`src/design/sbsr_pkg.sv`:
```
// ----------------------------------------------------------------------------
// sbsr_pkg: shared types and constants of the steering board serial responder
// Word formats of the request and reply channels and the protocol byte codes.
// ----------------------------------------------------------------------------
package sbsr_pkg;

    localparam logic [1:0] ACT_WRITE = 2'd0;
    localparam logic [1:0] ACT_READ  = 2'd1;
    localparam logic [1:0] ACT_POWER = 2'd2;
    localparam logic [1:0] ACT_CLEAR = 2'd3;

    localparam logic [7:0] HEADER_BYTE = 8'hFF;
    localparam logic [7:0] CH_E        = 8'h45;
    localparam logic [7:0] CH_C        = 8'h43;
    localparam logic [7:0] CH_H        = 8'h48;
    localparam logic [7:0] CH_0        = 8'h30;
    localparam logic [7:0] CH_1        = 8'h31;
    localparam logic [7:0] CH_6        = 8'h36;

    localparam logic [9:0]  POS_MAX     = 10'd1023;
    localparam int          REPLY_DEPTH = 1024;
    localparam int          PEND_W      = $clog2(REPLY_DEPTH + 1);

    typedef struct packed {
        logic [1:0]         action;
        logic [7:0]         write_byte;
        logic               self_check_request;
        logic signed [15:0] wheel_raw;
        logic               motor_running;
    } t_in_word;

    typedef struct packed {
        logic [7:0]        reply_byte;
        logic              reply_valid;
        logic [PEND_W-1:0] reply_pending;
    } t_out_word;

endpackage

```
`src/design/sbsr_scale.sv`:
```
// ----------------------------------------------------------------------------
// sbsr_scale: wheel position scaler
// Clamps the raw sample to the full scale and computes raw * 1023 / full_scale
// with a multiply state and a ten-step restoring divider.
// ----------------------------------------------------------------------------
module sbsr_scale
    import sbsr_pkg::*;
(
    input  logic               i_clk,
    input  logic               i_rst_n,
    input  logic               i_start,
    input  logic signed [15:0] i_raw,
    input  logic [15:0]        i_full_scale,
    output logic               o_done,
    output logic [9:0]         o_pos
);

    typedef enum logic [3:0] {
        SC_IDLE = 4'b0001,
        SC_MUL  = 4'b0010,
        SC_DIV  = 4'b0100,
        SC_DONE = 4'b1000
    } t_sc_state;

    t_sc_state   r_state, n_state;
    logic [15:0] r_max, n_max;
    logic [15:0] r_clamp, n_clamp;
    logic [15:0] r_rem, n_rem;
    logic [9:0]  r_low, n_low;
    logic [3:0]  r_cnt, n_cnt;

    logic [15:0] w_fs_eff;
    logic [25:0] w_prod;
    logic [16:0] w_trial;
    logic        w_take;

    assign w_fs_eff = (i_full_scale == 16'd0) ? 16'd1 : i_full_scale;
    assign w_prod   = 26'(r_clamp) * 26'(POS_MAX);
    assign w_trial  = {r_rem, r_low[9]};
    assign w_take   = w_trial >= {1'b0, r_max};

    always_comb begin
        n_state = r_state;
        n_max   = r_max;
        n_clamp = r_clamp;
        n_rem   = r_rem;
        n_low   = r_low;
        n_cnt   = r_cnt;
        unique case (r_state)
            SC_IDLE: begin
                if (i_start) begin
                    n_max = w_fs_eff;
                    if (i_raw[15]) begin
                        n_clamp = 16'd0;
                    end else if ($unsigned(i_raw) > w_fs_eff) begin
                        n_clamp = w_fs_eff;
                    end else begin
                        n_clamp = $unsigned(i_raw);
                    end
                    n_state = SC_MUL;
                end
            end
            SC_MUL: begin
                n_rem   = w_prod[25:10];
                n_low   = w_prod[9:0];
                n_cnt   = 4'd0;
                n_state = SC_DIV;
            end
            SC_DIV: begin
                n_rem = w_take ? 16'(w_trial - {1'b0, r_max}) : w_trial[15:0];
                n_low = {r_low[8:0], w_take};
                n_cnt = r_cnt + 4'd1;
                if (r_cnt == 4'd9) begin
                    n_state = SC_DONE;
                end
            end
            SC_DONE: begin
                n_state = SC_IDLE;
            end
            default: begin
                n_state = SC_IDLE;
            end
        endcase
    end

    always_ff @(posedge i_clk) begin
        if (!i_rst_n) begin
            r_state <= SC_IDLE;
        end else begin
            r_state <= n_state;
        end
        r_max   <= n_max;
        r_clamp <= n_clamp;
        r_rem   <= n_rem;
        r_low   <= n_low;
        r_cnt   <= n_cnt;
    end

    assign o_done = r_state == SC_DONE;
    assign o_pos  = r_low;

endmodule
```
`config.mk`:
```
export PLATFORM = sky130hd
export DESIGN_NAME = sbsr_scale
export DESIGN_NICKNAME = d
export VERILOG_FILES = /design/src/design/sbsr_pkg.sv /design/src/design/sbsr_scale.sv
export SDC_FILE = /design/constraint.sdc
export NUM_CORES = 1
export LEC_CHECK = 0
export BUFFER_PORTS_ARGS = -buffer_cell sky130_fd_sc_hd__buf_2
export CAP_MARGIN = 20
export CORE_UTILIZATION = 30
export CTS_CLUSTER_SIZE = 24
export DETAILED_ROUTE_END_ITERATION = 6
export PLACE_DENSITY = 0.53
export SLEW_MARGIN = 20
export SYNTH_ARGS = -nofsm -noshare
export SYNTH_HDL_FRONTEND = slang
export SYNTH_SLANG_ARGS = --single-unit
```
`constraint.sdc`:
```
create_clock -name i_clk -period 6.8 [get_ports i_clk]
set_input_delay 1.02 -clock i_clk [delete_from_list [all_inputs] [get_ports i_clk]]
set_output_delay 1.02 -clock i_clk [all_outputs]
set_load 0.05 [all_outputs]
```
## Word-level counts from Yosys, hierarchy flattened

Cells that the tools add are included.

| storage, ports and cells | value |
|---|---|
| logic and storage cells | 34 |
| register bits | 66 |
| input port bits | 35 |

| operators by class | value |
|---|---|
| bitwise operators | 1 |
| $lt $le $gt $ge | 2 |
| reduce and logical (&&, ||, !) cells | 5 |
| $mul | 1 |
| equal/unequal tests | 7 |
| add/subtract/negate cells | 2 |
| multiplexer cells | 9 |

Operators with widths:

| cell | number |
|---|---|
| 16-bit 2-to-1 mux | 2 |
| 16-bit one-hot mux with 2 select lines | 1 |
| 16-bit by 10-bit multiplier with 26-bit output, second input constant | 1 |
| 10-bit one-hot mux with 2 select lines | 1 |
| 17-bit by 16-bit >= comparator with 1-bit output | 1 |
| 16-bit > comparator | 1 |
| 16-bit logical NOT | 1 |
| 16-bit subtractor | 1 |
| 15-bit 2-to-1 mux | 1 |
| 4-bit one-hot mux with 3 select lines | 1 |
| 4-bit == test, second input constant | 2 |
| 4-bit 2-to-1 mux | 2 |
| 4-bit one-hot mux with 2 select lines | 1 |
| 4-bit by 1-bit adder with 4-bit output, second input constant | 1 |
| 4-bit by 1-bit == test with 1-bit output, second input constant | 1 |
| 4-bit by 2-bit == test with 1-bit output, second input constant | 1 |
| 4-bit by 3-bit == test with 1-bit output, second input constant | 1 |
| 2-bit != test, second input constant | 2 |
| 2-bit AND reduction | 2 |
| 2-bit nonzero test | 1 |
| 2-bit OR reduction | 1 |
| 1-bit NOT | 1 |

## Depth between registers and ports, before layout

Gate-level depths: netlist of the first run.

| depth | value |
|---|---|
| word-level depth | 5 |
| mapped depth | 18 |
| gate-level depth less buffers | 18 |

## Worst setup path after synthesis of the first run

OpenSTA, ideal clock, no wires.

| path | value |
|---|---|
| kind | reg2reg |
| start | reg r_clamp[8] |
| end | reg r_rem[15], data pin |
| buffers on the path | 0 |
| arrival time | 4922 ps |
| library setup time | 264 ps |
| stages on the path, launching flop included | 18 |
| setup slack | 1614 ps |
| cell sequence | edfxtp_1 fa_1 inv_1 fa_1 inv_1 fa_1 fa_1 inv_1 fa_1 inv_1 ha_1 or2_2 a21o_1 a41oi_1 o31a_1 o211ai_1 a211oi_1 nor3_1 |

| on the way | value |
|---|---|
| cells in the longest elaborated chain, start to end | 2 |

Ends and longest elaborated chain:

| item | line | text |
|---|---|---|
| start, declared | sbsr_scale.sv:27 | `logic [15:0] r_clamp, n_clamp;` |
| start signal, assigned | sbsr_scale.sv:93 | `r_clamp <= n_clamp;` |
| 16-bit by 10-bit multiplier with 26-bit output | sbsr_scale.sv:38 | `assign w_prod = 26'(r_clamp) * 26'(POS_MAX);` |
| 16-bit one-hot mux with 2 select lines | sbsr_scale.sv:49 | `unique case (r_state)` |
| via n_rem[15] | sbsr_scale.sv:28 | `logic [15:0] r_rem, n_rem;` |
| end signal, assigned | sbsr_scale.sv:94 | `r_rem <= n_rem;` |
| end, declared | sbsr_scale.sv:28 |  |

The timed path passes the listed nets, and every way through them passes these cells.
A chain may end at the register's enable or synchronous reset.

## Worst setup path in the final report of the first run

| path | value |
|---|---|
| start | reg r_clamp[7] |
| end | reg r_rem[8], data pin |

Same word-level chain as after synthesis.

==> flow_summary.ini, run 1 <==
[status]
outcome = finished, final reports clean

[timing]
setup_viol = 0
clock-skew-final_ns = 0.0108
finalCritPeriodShare = 0.829
worst_slew_margin_rel = 0.459
period_needed_ns = 5.64
fmax_mhz = 177
fin_setup_tns_ns = 0
worst_pin_slew_ns = 0.811
rsz0062_at_grt = false
hold_viol_final = 0
final_max_slew_viol_count = 0

[setup_path]
crit_start = r_clamp[7]
cp-end-kind = register
cp.buffers_inverters = 4
startpoint_type = register
critical_path_required_ns = 6.88
path_max_fanout = 5
cpPeakStageDelay_ns = 0.63
cp_common_cell = fa_1
r2r_start = r_clamp[7]
crit_family = adder cells
cp-endpoint = r_rem[8]
timing.rr.end = r_rem[8]
path_class = reg -> reg
r2r_cells = 18
crit_cells = 18
crit_chain = fa_1, inv_1, fa_1, inv_1, fa_1, fa_1, inv_1, fa_1, inv_1, ha_1, nand3_1, nor2_1, o31ai_1, a31oi_1, a31oi_1, o21ai_0, xnor2_1, mux2i_1
reg2reg_slack_ns = 1.16
slowest_stage = fa_1
critical_path_arrival_ns = 5.71

[final_layout]
syn2layout_area_growth_pct = 12.1
n_antenna_cell = 0
nets = 1023
layout-drive-gt1-share = 0.101
final_cell_mix = inv_1 (169), ha_1 (92), fa_1 (83)
mostFrequentLayoutCell = inv_1

[detailed_routing]
wl_met3_um = 612
avgViaCountPerCell = 4.72
ant_nets = 0
drcViolationCount = 0
drt_first_iter_violations = 343
wl_mm = 18.1
first_pass_iters = 5
wl_per_cell_um = 15.8
top_layer_used = met4
dr_wl_met2_mm = 8.27
dr_total_vias = 5415
met1_length_mm = 9.10

[clock_tree]
clk_latency_ns = 0.35
cts_buffers = 9
clk_pin_slew_ns = 0.07
cts_resized = 0
clock_path_buffers = 2
cts_num_sinks = 66
cts_tree = yes
cts_max_level = 3
cts_setup_buffers = 0
root_buffer = clkbuf_16
hold_buffers = 0

[synthesis]
synth_area_sq_um = 7750
syn-num-nets = 990
synth_top_flop_cell = edfxtp_1
synth_cell_types = 56
synthCells = 780
muxShareOfSynthArea = 0.0508
synth_seq_cells = 66
syn_area_per_cell_sq_um = 9.94
synth_xor_area_frac = 0.0407
synthAdderAreaFrac = 0.363
synth_edf_count = 62
synth_top_family_by_area = adder cells
synth-compound-area-share = 0.115
synth_simple_gate_area_share = 0.0836
yosysSeqAreaShare = 0.250
async_reset_ff_frac = 0
yosysWarnings = 0

[global_routing]
grt_pass1_wl_mm = 30.1
grt_pass1_vias = 5584
grt_max_degree = 32
grt_antenna_before_repair = 0
overflow = 0
grt_use_total = 0.148

[place]
portBuffers = 45
place_congestion = 0.813
dpl.hpwl_mm = 15.2

[flow_run]
maxCapViolCount = 0

[floorplanning]
pin_count = 46
initial_core_util = 0.307
die_y_um = 163
rows = 58
core_sq_um = 25300
die-area_sq_um = 26500
dieWidth_um = 163

[worst_hold_path]
hold_class = reg -> reg
## Yosys cell counts (all sizes together), types with 2 or more instances
master	count	area, sq um
nor2	54	203
a41oi	2	25.0
fa	83	1660
nor4	4	25.0
mux2i	36	360
edfxtp	62	1860
o41ai	2	32.5
mux2	3	33.8
o31ai	2	15.0
and3	3	18.8
and4	3	26.3
o211ai	5	42.5
o31a	4	35.0
buf	4	30.0
nand2b	3	18.8
dfxtp	4	80.1
inv	169	634
xor2	12	105
o21ai	23	115
or2	4	25.0
nand2	28	105
a31oi	7	43.8
a41o	3	30.0
a21o	21	158
ha	92	1150
a211oi	6	45.0
a21oi	39	199
nor3	12	60.1
nand4	3	18.8
o21a	9	67.6
xnor2	24	210
nor2b	6	45.0
clkbuf	22	82.6
nand3	11	55.1
## logic make-up (layout without fill, tap and decap cells)
family | after synthesis | count (layout)
compound gates | 132 | 132
flops | 66 | 66
buf+inv | 195 | 233
xor+xnor | 36 | 36
fa+ha+maj | 175 | 175
mux | 39 | 39
simple gates | 137 | 137
## stage by stage
stage | hold slack (ns) | std cells | utilization | area (sq um) | setup WS (ns)
after global routing | 0.599 | 1148 | 0.344 | 8690 | 0.788
after detailed placement | 0.544 | 1132 | 0.330 | 8340 | 1.26
after CTS | 0.556 | 1148 | 0.344 | 8690 | 1.21
after global placement | 0.539 | 1131 | 0.329 | 8310 | 1.22
after floorplan | 0.469 | 780 | - | 7750 | 1.61
final | 0.555 | 1148 | 0.344 | 8690 | 1.16
## cell type report
cell class                      count  area, sq um
Fill cell                        2583        16600
Clock buffer                        9          225
Multi-Input combinational cell    519         5090
Sequential cell                    66         1940
Tap cell                          330          413
Timing Repair Buffer               48          268
Inverter                          169          634
Clock inverter                      7          124
## metal layers
layer  track usage  vias up
li1              -     2660
met1         0.210     2652
met2         0.238       93
met3        0.0260       10
met4        0.0238        0
met5             0        -
## worst reg2reg max path: cells and delay by family (launching register included)
| family | cells | cell delay (ns) |
|---|---|---|
| AND/OR/NAND/NOR | 2 | 0.26 |
| adder cells (fa/ha/maj) | 6 | 3.15 |
| XOR/XNOR | 1 | 0.14 |
| AO/OA/AOI/OAI | 4 | 0.92 |
| buffers and inverters | 4 | 0.29 |
| multiplexers | 1 | 0.09 |
| flip-flops | 1 | 0.51 |
## how the worst min path moves through the flow
stage                     slack, ns    endpoint  cells past startpoint  startpoint
after floorplan                0.47  r_state[2]                      1  r_state[3]
after CTS                      0.56  r_state[2]                      1  r_state[3]
after global routing           0.60  r_state[2]                      1  r_state[3]
after global placement         0.54    o_pos[2]                      2    o_pos[1]
after detailed placement       0.54    o_pos[2]                      2    o_pos[1]
final                          0.56  r_state[2]                      1  r_state[3]
## state kept, by name (all words and copies together), names as in the netlist
| signal | count |
|---|---|
| o_pos | 10 |
| r_clamp | 16 |
| r_cnt | 4 |
| r_max | 16 |
| r_rem | 16 |
| r_state | 4 |
Power of run 1 is not shown: default switching activity piles up to over one toggle a cycle in this logic, so the estimate is an artifact.
==> run 2, diff against run 1 <==
==> constraint.sdc (replaced) <==
create_clock -name i_clk -period 5.4 [get_ports i_clk]
set_input_delay 0.81 -clock i_clk [delete_from_list [all_inputs] [get_ports i_clk]]
set_output_delay 0.81 -clock i_clk [all_outputs]
set_load 0.05 [all_outputs]
==> flow_summary.ini, run 2 (synthesized netlist as in run 1, its figures left out) <==
[status]
outcome = finished, final reports clean

[floorplanning]
rows = 58
initial_core_util = 0.307
die_y_um = 163
pin_count = 46
die-area_sq_um = 26500
core_sq_um = 25300
dieWidth_um = 163

[clock_tree]
cts_max_level = 3
cts_buffers = 9
cts_num_sinks = 66
clk_pin_slew_ns = 0.06
root_buffer = clkbuf_16
cts_tree = yes
clk_latency_ns = 0.34
clock_path_buffers = 2

[detailed_routing]
drcViolationCount = 0
dr_total_vias = 5582
wl_per_cell_um = 15.5
ant_nets = 0
first_pass_iters = 7
drt_first_iter_violations = 281
avgViaCountPerCell = 4.66
wl_mm = 18.5

[setup_path]
startpoint_type = register
crit_chain = buf_6, fa_2, inv_1, fa_1, fa_1, inv_1, fa_1, inv_2, fa_1, inv_1, ha_4, nand3_4, nor2_2, a21o_1, nor3_4, o31a_1, o211ai_1, and4_1, nor3_2
crit_family = adder cells
cp_common_cell = fa_1
critical_path_required_ns = 5.49
slowest_stage = fa_2
cpPeakStageDelay_ns = 0.58
path_max_fanout = 3
cp-end-kind = register
critical_path_arrival_ns = 5.36
cp.buffers_inverters = 5
path_class = reg -> reg

[final_layout]
multiInputGateArea_sq_um = 5250
layout-drive-gt1-share = 0.198
mostFrequentLayoutCell = inv_1
syn2layout_area_growth_pct = 18.7
register_area_sq_um = 1940
fill_cells = 2591
reg_top3 = r_clamp x16, r_max x16, r_rem x16
final_cell_mix = inv_1 (157), ha_1 (85), fa_1 (78)
n_antenna_cell = 0
nets = 1073

[timing]
hold_slack_ns = 0.556
finalCritPeriodShare = 0.976
period_needed_ns = 5.27
fmax_mhz = 190
hold_viol_final = 0
rsz0062_at_grt = true
clock-skew-final_ns = 0.00642
final_max_slew_viol_count = 0
worst_pin_slew_ns = 0.821
worst_slew_margin_rel = 0.453
setup_viol = 0

[place]
place_congestion = 0.837
dpl.hpwl_mm = 15.3
portBuffers = 45

[global_routing]
grt_max_degree = 35
overflow = 0
grt_use_total = 0.147
grt_antenna_before_repair = 0
grt_pass1_vias = 5806
grt_pass1_wl_mm = 29.9

[flow_run]
maxCapViolCount = 0

[worst_hold_path]
hold_class = reg -> reg
==> run 2: worst paths after layout <==
path                            slack, ns   endpoint  depth (start not counted)        from
worst min-delay path                 0.56   o_pos[9]                          2    o_pos[8]
worst min register to register       0.56   o_pos[9]                          2    o_pos[8]
worst max-delay path                 0.13  r_rem[15]                         19  r_clamp[7]
worst max register to register       0.13  r_rem[15]                         19  r_clamp[7]
==> run 2: final cells by class <==
type,instances,share of cell area
tap,330,0.0449
timing repair buffer,98,0.0711
clock buffer,10,0.0260
sequential,66,0.211
inverter,169,0.0689
multi-input combinational,519,0.571
clock inverter,6,0.00721
==> run 2: metrics by stage <==
step                TNS [ns]   util  cell area [sq um]  std cells  worst slack (ns)
floorplan                  0      -               7750        780             0.214
detailed placement   -0.0694  0.338               8540       1162           -0.0694
finish                     0  0.364               9200       1198             0.132
global route         -0.0842  0.364               9200       1198           -0.0842
global placement     -0.0561  0.338               8540       1162           -0.0491
CTS                        0  0.351               8870       1179            0.0156
==> run 2: per-layer routing <==
layer | up-vias | global-route usage | share of wire
li1 | 2764 | - | -
met1 | 2719 | 0.205 | 0.49
met2 | 89 | 0.243 | 0.47
met3 | 10 | 0.0219 | 0.033
met4 | 0 | 0.0217 | 0.0057
met5 | - | 0 | 0
==> run 2: worst min-delay path: stages, from the launching register on <==
cell and delay, ns:
edfxtp_1 0.34, nand2_1 0.05, o21ai_0 0.06
==> run 2: what timing repair did <==
| action | in CTS | in global routing |
|---|---|---|
| setup endpoints to repair | 6 | 14 |
| hold buffers | 0 | 0 |
| resized for setup | 3 | 46 |
| pin swaps | 0 | 39 |
| setup buffers | 1 | 18 |
Power of run 2 is left out for the same reason.
==> run 3, diff against run 2 <==
--- a/config.mk
+++ b/config.mk
@@ -8,6 +8,7 @@
 export BUFFER_PORTS_ARGS = -buffer_cell sky130_fd_sc_hd__buf_2
 export CAP_MARGIN = 20
 export CORE_UTILIZATION = 30
+export CTS_BUF_LIST = sky130_fd_sc_hd__clkbuf_4 sky130_fd_sc_hd__clkbuf_8
 export CTS_CLUSTER_SIZE = 24
 export DETAILED_ROUTE_END_ITERATION = 6
 export PLACE_DENSITY = 0.53
==> flow_summary.ini, run 3 (synthesized netlist as in run 1, its figures left out) <==
[global_routing]
overflow = 0
grt_antenna_before_repair = 0
grt_max_degree = 35
grt_pass1_vias = 5801
grt_use_total = 0.146
grt_pass1_wl_mm = 29.8

[floorplanning]
rows = 58
pin_count = 46
core_sq_um = 25300
die_y_um = 163
die-area_sq_um = 26500
dieWidth_um = 163
initial_core_util = 0.307

[clock_tree]
cts_buffers = 9
root_buffer = clkbuf_8
cts_max_level = 3
clk_pin_slew_ns = 0.08
hold_buffers = 0
clock_path_buffers = 2
clk_latency_ns = 0.37
cts_num_sinks = 66
cts_tree = yes

[flow_run]
maxCapViolCount = 0

[setup_path]
crit_start = r_clamp[8]
cp_common_cell = fa_1
path_class = reg -> reg
slowest_stage = fa_2
timing.rr.end = r_rem[15]
r2r_start = r_clamp[8]
cp-end-kind = register
crit_chain = fa_1, buf_4, buf_4, fa_2, fa_1, fa_1, inv_2, fa_1, inv_2, ha_4, a21oi_1, o211ai_1, nor3_4, o31a_1, o211ai_1, and4_1, nor3_2
startpoint_type = register
cpPeakStageDelay_ns = 0.55
path_max_fanout = 4
critical_path_required_ns = 5.51
r2r_cells = 17
critical_path_arrival_ns = 5.40
reg2reg_slack_ns = 0.12

[detailed_routing]
wl_per_cell_um = 15.3
first_pass_iters = 4
dr_total_vias = 5586
drcViolationCount = 0
wl_mm = 18.3
drt_first_iter_violations = 278
ant_nets = 0
avgViaCountPerCell = 4.67

[final_layout]
final_cell_mix = inv_1 (155), ha_1 (85), fa_1 (77)
layout-drive-gt1-share = 0.200
nets = 1070
mostFrequentLayoutCell = inv_1
reg_top3 = r_clamp x16, r_max x16, r_rem x16
n_antenna_cell = 0
syn2layout_area_growth_pct = 17.1

[worst_hold_path]
hold_end = o_pos[9]
worstHoldStart = o_pos[8]
min_delay_path_depth = 2
hold_class = reg -> reg

[place]
dpl.hpwl_mm = 15.3
portBuffers = 45
place_congestion = 0.837
dp_slack_ns = -0.0694

[timing]
layout_setup_ws_ns = 0.119
setup_viol = 0
clock-skew-final_ns = 0.0109
worst_slew_margin_rel = 0.454
period_needed_ns = 5.28
rsz0062_at_grt = true
finalCritPeriodShare = 0.978
fmax_mhz = 189
hold_slack_ns = 0.559
worst_pin_slew_ns = 0.819
fin_setup_tns_ns = 0
final_max_slew_viol_count = 0
hold_viol_final = 0

[status]
outcome = finished, final reports clean
run 3: changes by cell type in the layout (fill, tap and decap cells not counted):
cell       change
clkbuf_16      -9
clkbuf_8       +9
buf_4          -2
inv_1          -2
inv_2          +2
buf_6          -1
fa_1           -1
fa_2           +1
nor2_1         -1
nor2_2         +1
run 3: worst max path at each step:
| stage | slack (ns) | endpoint |
|---|---|---|
| global route | -0.06 | r_rem[15] |
| detailed placement | -0.07 | r_rem[15] |
| global placement | -0.05 | r_rem[15] |
| floorplan | 0.21 | r_rem[15] |
| CTS | 0.01 | r_rem[15] |
| finish | 0.12 | r_rem[15] |
run 3: layout make-up:
class	instances	area (sq um)
Clock buffer	10	138
Multi-Input combinational cell	519	5260
Sequential cell	66	1940
Fill cell	2609	16200
Inverter	169	634
Clock inverter	6	66.3
Timing Repair Buffer	95	628
Tap cell	330	413
run 3: metrics by stage:
stage,util,cells,area [sq um]
after floorplan,-,780,7750
after detailed placement,0.338,1162,8540
final,0.360,1195,9080
after global routing,0.360,1195,9080
after global placement,0.338,1162,8540
after CTS,0.347,1179,8770
run 3: critical path: cells and delay by family, from the launching register on:
family                   cells  cell delay [ns]
buffers and inverters        4             0.38
AO/OA/AOI/OAI                4             0.98
adder cells (fa/ha/maj)      6             2.76
AND/OR/NAND/NOR              3             0.39
flip-flops                   1             0.51
run 3: routing by layer:
metal	routed length (um)	up-vias	GRT usage
li1	-	2757	-
met1	8830	2729	0.204
met2	8640	89	0.242
met3	782	11	0.0242
met4	93	0	0.0195
met5	0	-	0
run 3: timing repair:
action                     in CTS  in global routing
setup buffers                   1                 15
setup endpoints to repair       6                 14
pin swaps                       0                 40
resized for setup               3                 49
Power of run 3 is left out for the same reason.
